===== src/sv/nsbc_pkg.sv =====
// Shared types, cipher tables and GF(16) helper for the nibble SPN encryptor.
`default_nettype none

package nsbc_pkg;

  typedef logic [3:0]  nib_t;
  typedef logic [63:0] block_t;

  typedef enum logic [1:0] {
    CFG_KEY_SIZE   = 2'd0,
    CFG_KEY_FIRST  = 2'd1,
    CFG_KEY_SECOND = 2'd2
  } cfg_idx_t;

  localparam int NUM_RND         = 48;
  localparam int NUM_RND_SHORT   = 32;
  localparam int RND_PER_STEP    = 4;
  localparam int NUM_STEP        = NUM_RND / RND_PER_STEP;
  localparam int MAX_KEY_NIBBLES = 32;
  localparam int KS_MIN          = 64;
  localparam int KS_MAX          = 4 * MAX_KEY_NIBBLES;
  localparam int MIN_NIB         = KS_MIN / 4;
  localparam int NUM_CNT         = MAX_KEY_NIBBLES - MIN_NIB + 1;

  localparam nib_t SBOX [16] = '{
    4'd12, 4'd5, 4'd6, 4'd11, 4'd9, 4'd0, 4'd10, 4'd13,
    4'd3, 4'd14, 4'd15, 4'd8, 4'd4, 4'd7, 4'd1, 4'd2
  };

  localparam nib_t MDS [4][4] = '{
    '{4'd4,  4'd1,  4'd2,  4'd2},
    '{4'd8,  4'd6,  4'd5,  4'd6},
    '{4'd11, 4'd14, 4'd10, 4'd9},
    '{4'd2,  4'd2,  4'd15, 4'd11}
  };

  localparam logic [5:0] RCON [NUM_RND] = '{
    6'h01, 6'h03, 6'h07, 6'h0F, 6'h1F, 6'h3E, 6'h3D, 6'h3B, 6'h37, 6'h2F,
    6'h1E, 6'h3C, 6'h39, 6'h33, 6'h27, 6'h0E, 6'h1D, 6'h3A, 6'h35, 6'h2B,
    6'h16, 6'h2C, 6'h18, 6'h30, 6'h21, 6'h02, 6'h05, 6'h0B, 6'h17, 6'h2E,
    6'h1C, 6'h38, 6'h31, 6'h23, 6'h06, 6'h0D, 6'h1B, 6'h36, 6'h2D, 6'h1A,
    6'h34, 6'h29, 6'h12, 6'h24, 6'h08, 6'h11, 6'h22, 6'h04
  };

  typedef struct packed {
    nib_t ks_hi;
    nib_t ks_lo;
    logic long_key;
  } rnd_cfg_t;

  // GF(16) multiply, x^4+x+1
  function automatic nib_t gf_mul(input nib_t a, input nib_t b);
    nib_t x;
    nib_t acc;
    x   = a;
    acc = '0;
    for (int i = 0; i < 4; i++) begin
      if (b[i]) acc = acc ^ x;
      x = x[3] ? ({x[2:0], 1'b0} ^ 4'h3) : {x[2:0], 1'b0};
    end
    return acc;
  endfunction

endpackage

`default_nettype wire


===== src/sv/nsbc_round_stage.sv =====
// One registered cipher round with optional trailing key add; long-only rounds pass data through for short keys.
`default_nettype none

module nsbc_round_stage import nsbc_pkg::*; #(
  parameter int RND = 0
) (
  input  wire logic     clk,
  input  wire logic     rst_n,
  input  wire logic     en,
  input  wire logic     in_vld,
  input  wire block_t   in_dat,
  input  wire rnd_cfg_t rcfg,
  input  wire block_t   key,
  output logic          vld_r,
  output block_t        dat_r
);

  localparam logic [5:0] RC        = RCON[RND];
  localparam bit         ADD_KEY   = (RND % RND_PER_STEP) == (RND_PER_STEP - 1);
  localparam bit         LONG_ONLY = RND >= NUM_RND_SHORT;

  block_t dat_nxt;

  always_comb begin
    nib_t   c [16];
    nib_t   s [16];
    nib_t   t [16];
    nib_t   acc;
    block_t r_out;
    for (int k = 0; k < 16; k++) c[k] = in_dat[63 - 4*k -: 4];
    c[0]  = c[0]  ^ rcfg.ks_hi;
    c[4]  = c[4]  ^ (4'h1 ^ rcfg.ks_hi);
    c[8]  = c[8]  ^ (4'h2 ^ rcfg.ks_lo);
    c[12] = c[12] ^ (4'h3 ^ rcfg.ks_lo);
    c[1]  = c[1]  ^ {1'b0, RC[5:3]};
    c[9]  = c[9]  ^ {1'b0, RC[5:3]};
    c[5]  = c[5]  ^ {1'b0, RC[2:0]};
    c[13] = c[13] ^ {1'b0, RC[2:0]};
    for (int k = 0; k < 16; k++) s[k] = SBOX[c[k]];
    for (int row = 0; row < 4; row++)
      for (int col = 0; col < 4; col++)
        t[row*4 + col] = s[row*4 + ((col + row) & 3)];
    for (int col = 0; col < 4; col++)
      for (int row = 0; row < 4; row++) begin
        acc = '0;
        for (int k = 0; k < 4; k++) acc = acc ^ gf_mul(MDS[row][k], t[k*4 + col]);
        r_out[63 - 4*(row*4 + col) -: 4] = acc;
      end
    r_out = r_out ^ (ADD_KEY ? key : '0);
    if (LONG_ONLY && !rcfg.long_key) begin
      dat_nxt = in_dat;
    end else begin
      dat_nxt = r_out;
    end
  end

  always_ff @(posedge clk) begin
    if (!rst_n) begin
      vld_r <= 1'b0;
    end else if (en) begin
      vld_r <= in_vld;
    end
  end

  always_ff @(posedge clk) begin
    if (en) begin
      dat_r <= dat_nxt;
    end
  end

endmodule

`default_nettype wire


===== config.mk =====
export PLATFORM = sky130hd
export DESIGN_NAME = nsbc_round_stage
export DESIGN_NICKNAME = d
export VERILOG_FILES = /design/src/sv/nsbc_pkg.sv /design/src/sv/nsbc_round_stage.sv
export SDC_FILE = /design/constraint.sdc
export NUM_CORES = 1
export LEC_CHECK = 0
export BUFFER_PORTS_ARGS = -buffer_cell sky130_fd_sc_hd__buf_2
export CAP_MARGIN = 40
export CORE_UTILIZATION = 50
export CTS_BUF_LIST = sky130_fd_sc_hd__clkbuf_2
export DETAILED_ROUTE_END_ITERATION = 16
export GPL_TIMING_DRIVEN = 0
export PLACE_DENSITY = 0.77
export SYNTH_ARGS = -nofsm -noshare
export SYNTH_HDL_FRONTEND = slang
export SYNTH_SLANG_ARGS = --single-unit
export TNS_END_PERCENT = 1

===== constraint.sdc =====
create_clock -name clk -period 5.5 [get_ports clk]
set_clock_uncertainty 0.1 [all_clocks]
set_input_delay 1.1 -clock clk [delete_from_list [all_inputs] [get_ports clk]]
set_output_delay 1.1 -clock clk [all_outputs]
set_load 0.02 [all_outputs]

==> results.md <==
* Run status: finished, violations left
* Violations in the final reports: DRC
* Resize count post-CTS at 0
* Final critical-path required period at 3.48 ns
* Number of antenna violations at the first check in global routing at 0
* Kind of start point of the critical path: primary input
* Number of fill cells at 1239
* Wire length of the first global-routing pass at 22900 um
* Overflow left after global routing at 0
* Clock Latency Late Sink at 0.48 ns
* Count leader, synth: sky130_fd_sc_hd__xnor2_1
* Critical Path Max Stage Delay at 0.55 ns
* Portion of total power attributed to the clock network at 6.5%
* Crit path max-delay family: XOR/XNOR gates
* Pre-CTS setup slack at 1.48 ns
* Number of global-route vias before repair at 4998
* Peak VDD IR at 0.151 mV
* Worst Min Path Start: vld_r$_SDFFE_PN0P_
* Met2 usage at 33.5%
* Number of cell rows at 44
* Proportion of synthesized chip area in sequential cells at 25.6%
* Top cells by instance count after synthesis: sky130_fd_sc_hd__xnor2_1, sky130_fd_sc_hd__ha_1, sky130_fd_sc_hd__edfxtp_1
* Total power divided by cell area at 406 nW/um2
* Upper clock frequency limit at 287 MHz
* Worst Path Class, Setup: primary input to flip-flop
* Tightest Hold Check Type: flip-flop to flip-flop
* Net count of the mapped netlist at 856
* WP buf/inv at 2
* Async SR Flop Fraction at 0%
* Cell-by-cell listing of the critical path: buf_2 > xnor2_1 > inv_1 > ha_1 > mux4_2 > xor3_2 > xnor3_1 > xnor2_1
* Post-DRT Antenna Nets at 0
* CTS Buffer Depth at 2
* Max cap viols at 0
* Total Power at 3470 uW
* Final setup fails at 0
* Yosys warning total at 0
* Gate count after technology mapping at 633
* Layout cells sized above 1 at 27.0%
* Internal power contribution at 2060 uW
* Number of remaining DRC errors at 2
* DIE AREA at 15600 um2
* Least-Margin Pin Slew at 0.709 ns
* Num ports at 206
* Post-synth cell types at 37
* Number of synthesized flops with an enable pin at 64
* Global-route met1 utilization at 21.1%
* Synthesized area at 7580 um2
* Data required time at the worst endpoint at 5.68 ns
* Placer congestion estimate at 0.900
* Horizontal die dimension at 125 um
* CTS H-tree lvls at 3
* Cell at the root of the clock tree: sky130_fd_sc_hd__clkbuf_2
* Cell taking the most area after synthesis: sky130_fd_sc_hd__edfxtp_1
* RSZ-0062 raised after global routing: no
* Signed area change from the synthesized netlist to the final layout at 12.8%
* Total of hold buffers inserted after clock tree synthesis at 0
* Normalized max-slew margin at 52.7%
* Diode insertion count for antenna repair at 0
* Die extent in y at 125 um
* Predominant post-synthesis flop cell: sky130_fd_sc_hd__edfxtp_1
* Final Hold Viols at 0
* Cells taking the most area after synthesis: sky130_fd_sc_hd__edfxtp_1, sky130_fd_sc_hd__xnor2_1, sky130_fd_sc_hd__ha_1, sky130_fd_sc_hd__mux4_2, sky130_fd_sc_hd__xor2_1
* Combinational Power Share at 64.5%
* Leakage Power at 0.00368 uW
* Total routed wirelength at 13600 um
* Initial drt markers at 208
* Number of max-slew violations in the final report at 0
* Critical path peak fanout at 5
* Number of buffers created by CTS at 9
* Clk sink count at 65
* Number of optimization iterations in the first detailed-route pass at 14
* Reg-to-reg startpoint: vld_r$_SDFFE_PN0P_
* Data arrival time of the worst path at 3.66 ns
* Most frequent cell on the critical path: sky130_fd_sc_hd__xnor2_1
* Most utilized layer in the global route result: met2
* Worst setup slack after layout at 2.02 ns
* Slowest cell on the critical path: sky130_fd_sc_hd__mux4_2
* Global Route met3 Usage at 2.91%
* Clk pin slew, worst setup/hold paths at 0.19 ns
* Port Buffer Count at 128
* Switching fraction of total power at 40.8%
* Power share of the sequential group at 29.1%
* Final cycle utilization of the critical path at 63.3%
* Maximum number of pins on one net before global-route repair at 35
* Wire length per cell at 14.1 um
* Number of vias per cell at 5.05
* Worst Setup End Kind: flip-flop
* Starting density of the core at 51.7%
* Number of setup buffers added after CTS at 0
* Total number of vias at 4862
* Net Sw Power at 1420 uW
* Final Net Count at 996
* Total of flip-flops plus latches after synthesis at 65
* Avg Synthesized Cell Area at 12.0 um2
* Setup Total Neg Slack at 0 ns
* Placeable core region at 14600 um2
* Detailed-placement wirelength estimate at 11600 um
* Crit. Startpoint: in_dat[61]
* Overall global routing resource usage at 17.9%
* Share of the synthesized area in the top cell type at 25.4%
* Clock tree from TritonCTS: done
* Final-layout worst hold slack at 0.436 ns
[cell usage in the layout (no fill, tap or decap), types with 3 or more instances in the layout]
cell,instances
sky130_fd_sc_hd__xnor2_1,176
sky130_fd_sc_hd__clkbuf_2,12
sky130_fd_sc_hd__inv_1,58
sky130_fd_sc_hd__clkinv_2,4
sky130_fd_sc_hd__xnor3_1,13
sky130_fd_sc_hd__edfxtp_1,64
sky130_fd_sc_hd__ha_1,82
sky130_fd_sc_hd__xor2_4,4
sky130_fd_sc_hd__xor3_1,3
sky130_fd_sc_hd__nor2_1,18
sky130_fd_sc_hd__mux2i_1,29
sky130_fd_sc_hd__buf_2,132
sky130_fd_sc_hd__xor2_1,57
sky130_fd_sc_hd__mux4_2,32
sky130_fd_sc_hd__a21oi_1,10
sky130_fd_sc_hd__o21ai_0,13
sky130_fd_sc_hd__xnor2_2,14
sky130_fd_sc_hd__clkbuf_1,8
sky130_fd_sc_hd__nand2_1,4
sky130_fd_sc_hd__nor2b_1,7
sky130_fd_sc_hd__nor3b_1,3
sky130_fd_sc_hd__a211oi_1,7
sky130_fd_sc_hd__o21ai_1,7
[metrics by stage]
step / instances / util, % / area (um2)
2_1_floorplan: 633 / - / 7580
3_5_place_dp: 946 / 57.8 / 8470
4_1_cts: 962 / 58.4 / 8550
3_3_place_gp: 945 / 57.7 / 8450
6_report: 962 / 58.4 / 8550
5_1_grt: 962 / 58.4 / 8550
[sequential cells by signal (all words and copies together), names as in the netlist]
signal and cells:
dat_r 64, vld_r 1
[metal layers]
metal | routed length (um) | share of wire [%]
met3 | 484 | 3.6
met1 | 5750 | 42
met4 | 186 | 1.4
met2 | 7180 | 53
met5 | 0 | 0
[kinds of logic after synthesis]
group,Yosys count,share of synthesized area (%)
flops,65,25.6
compound gates,48,3.98
simple gates,35,2.26
buf+inv,70,3.53
xor+xnor,270,37.1
fa+ha+maj,82,13.5
mux,63,13.9
[worst min-delay path, delay by kind of cell (launching register included)]
family | cells | cell delay (ns)
muxes | 1 | 0.07
and+or+nand+nor | 1 | 0.09
DFF | 1 | 0.36
[final cells by class]
class	instances	area (um2)	area share [%]
Inverter	58	218	2.55
Multi-Input combinational cell	498	5370	62.8
Sequential cell	65	1940	22.7
Tap cell	184	230	2.69
Clock buffer	12	60.1	0.703
Clock inverter	4	20.0	0.234
Buffer	12	50.0	0.586
Timing Repair Buffer	129	661	7.73
[final timing paths]
kind                            cells after the start             endpoint  slack [ns]
worst max-delay path                                8  dat_r[31]$_DFFE_PP_        2.02
worst min-delay path                                2   vld_r$_SDFFE_PN0P_        0.44
worst max register to register                      2   vld_r$_SDFFE_PN0P_        4.80
worst min register to register                      2   vld_r$_SDFFE_PN0P_        0.44
[power by group through the flow]
stage          Clock, uW  Combinational, uW  Sequential, uW
2_1_floorplan          0               1440            1330
3_3_place_gp           0               2210            1020
3_5_place_dp           0               2260            1030
4_1_cts              240               2260            1020
5_1_grt              258               2400            1030
6_report             225               2240            1010
Power figures use the tool's default switching activity.
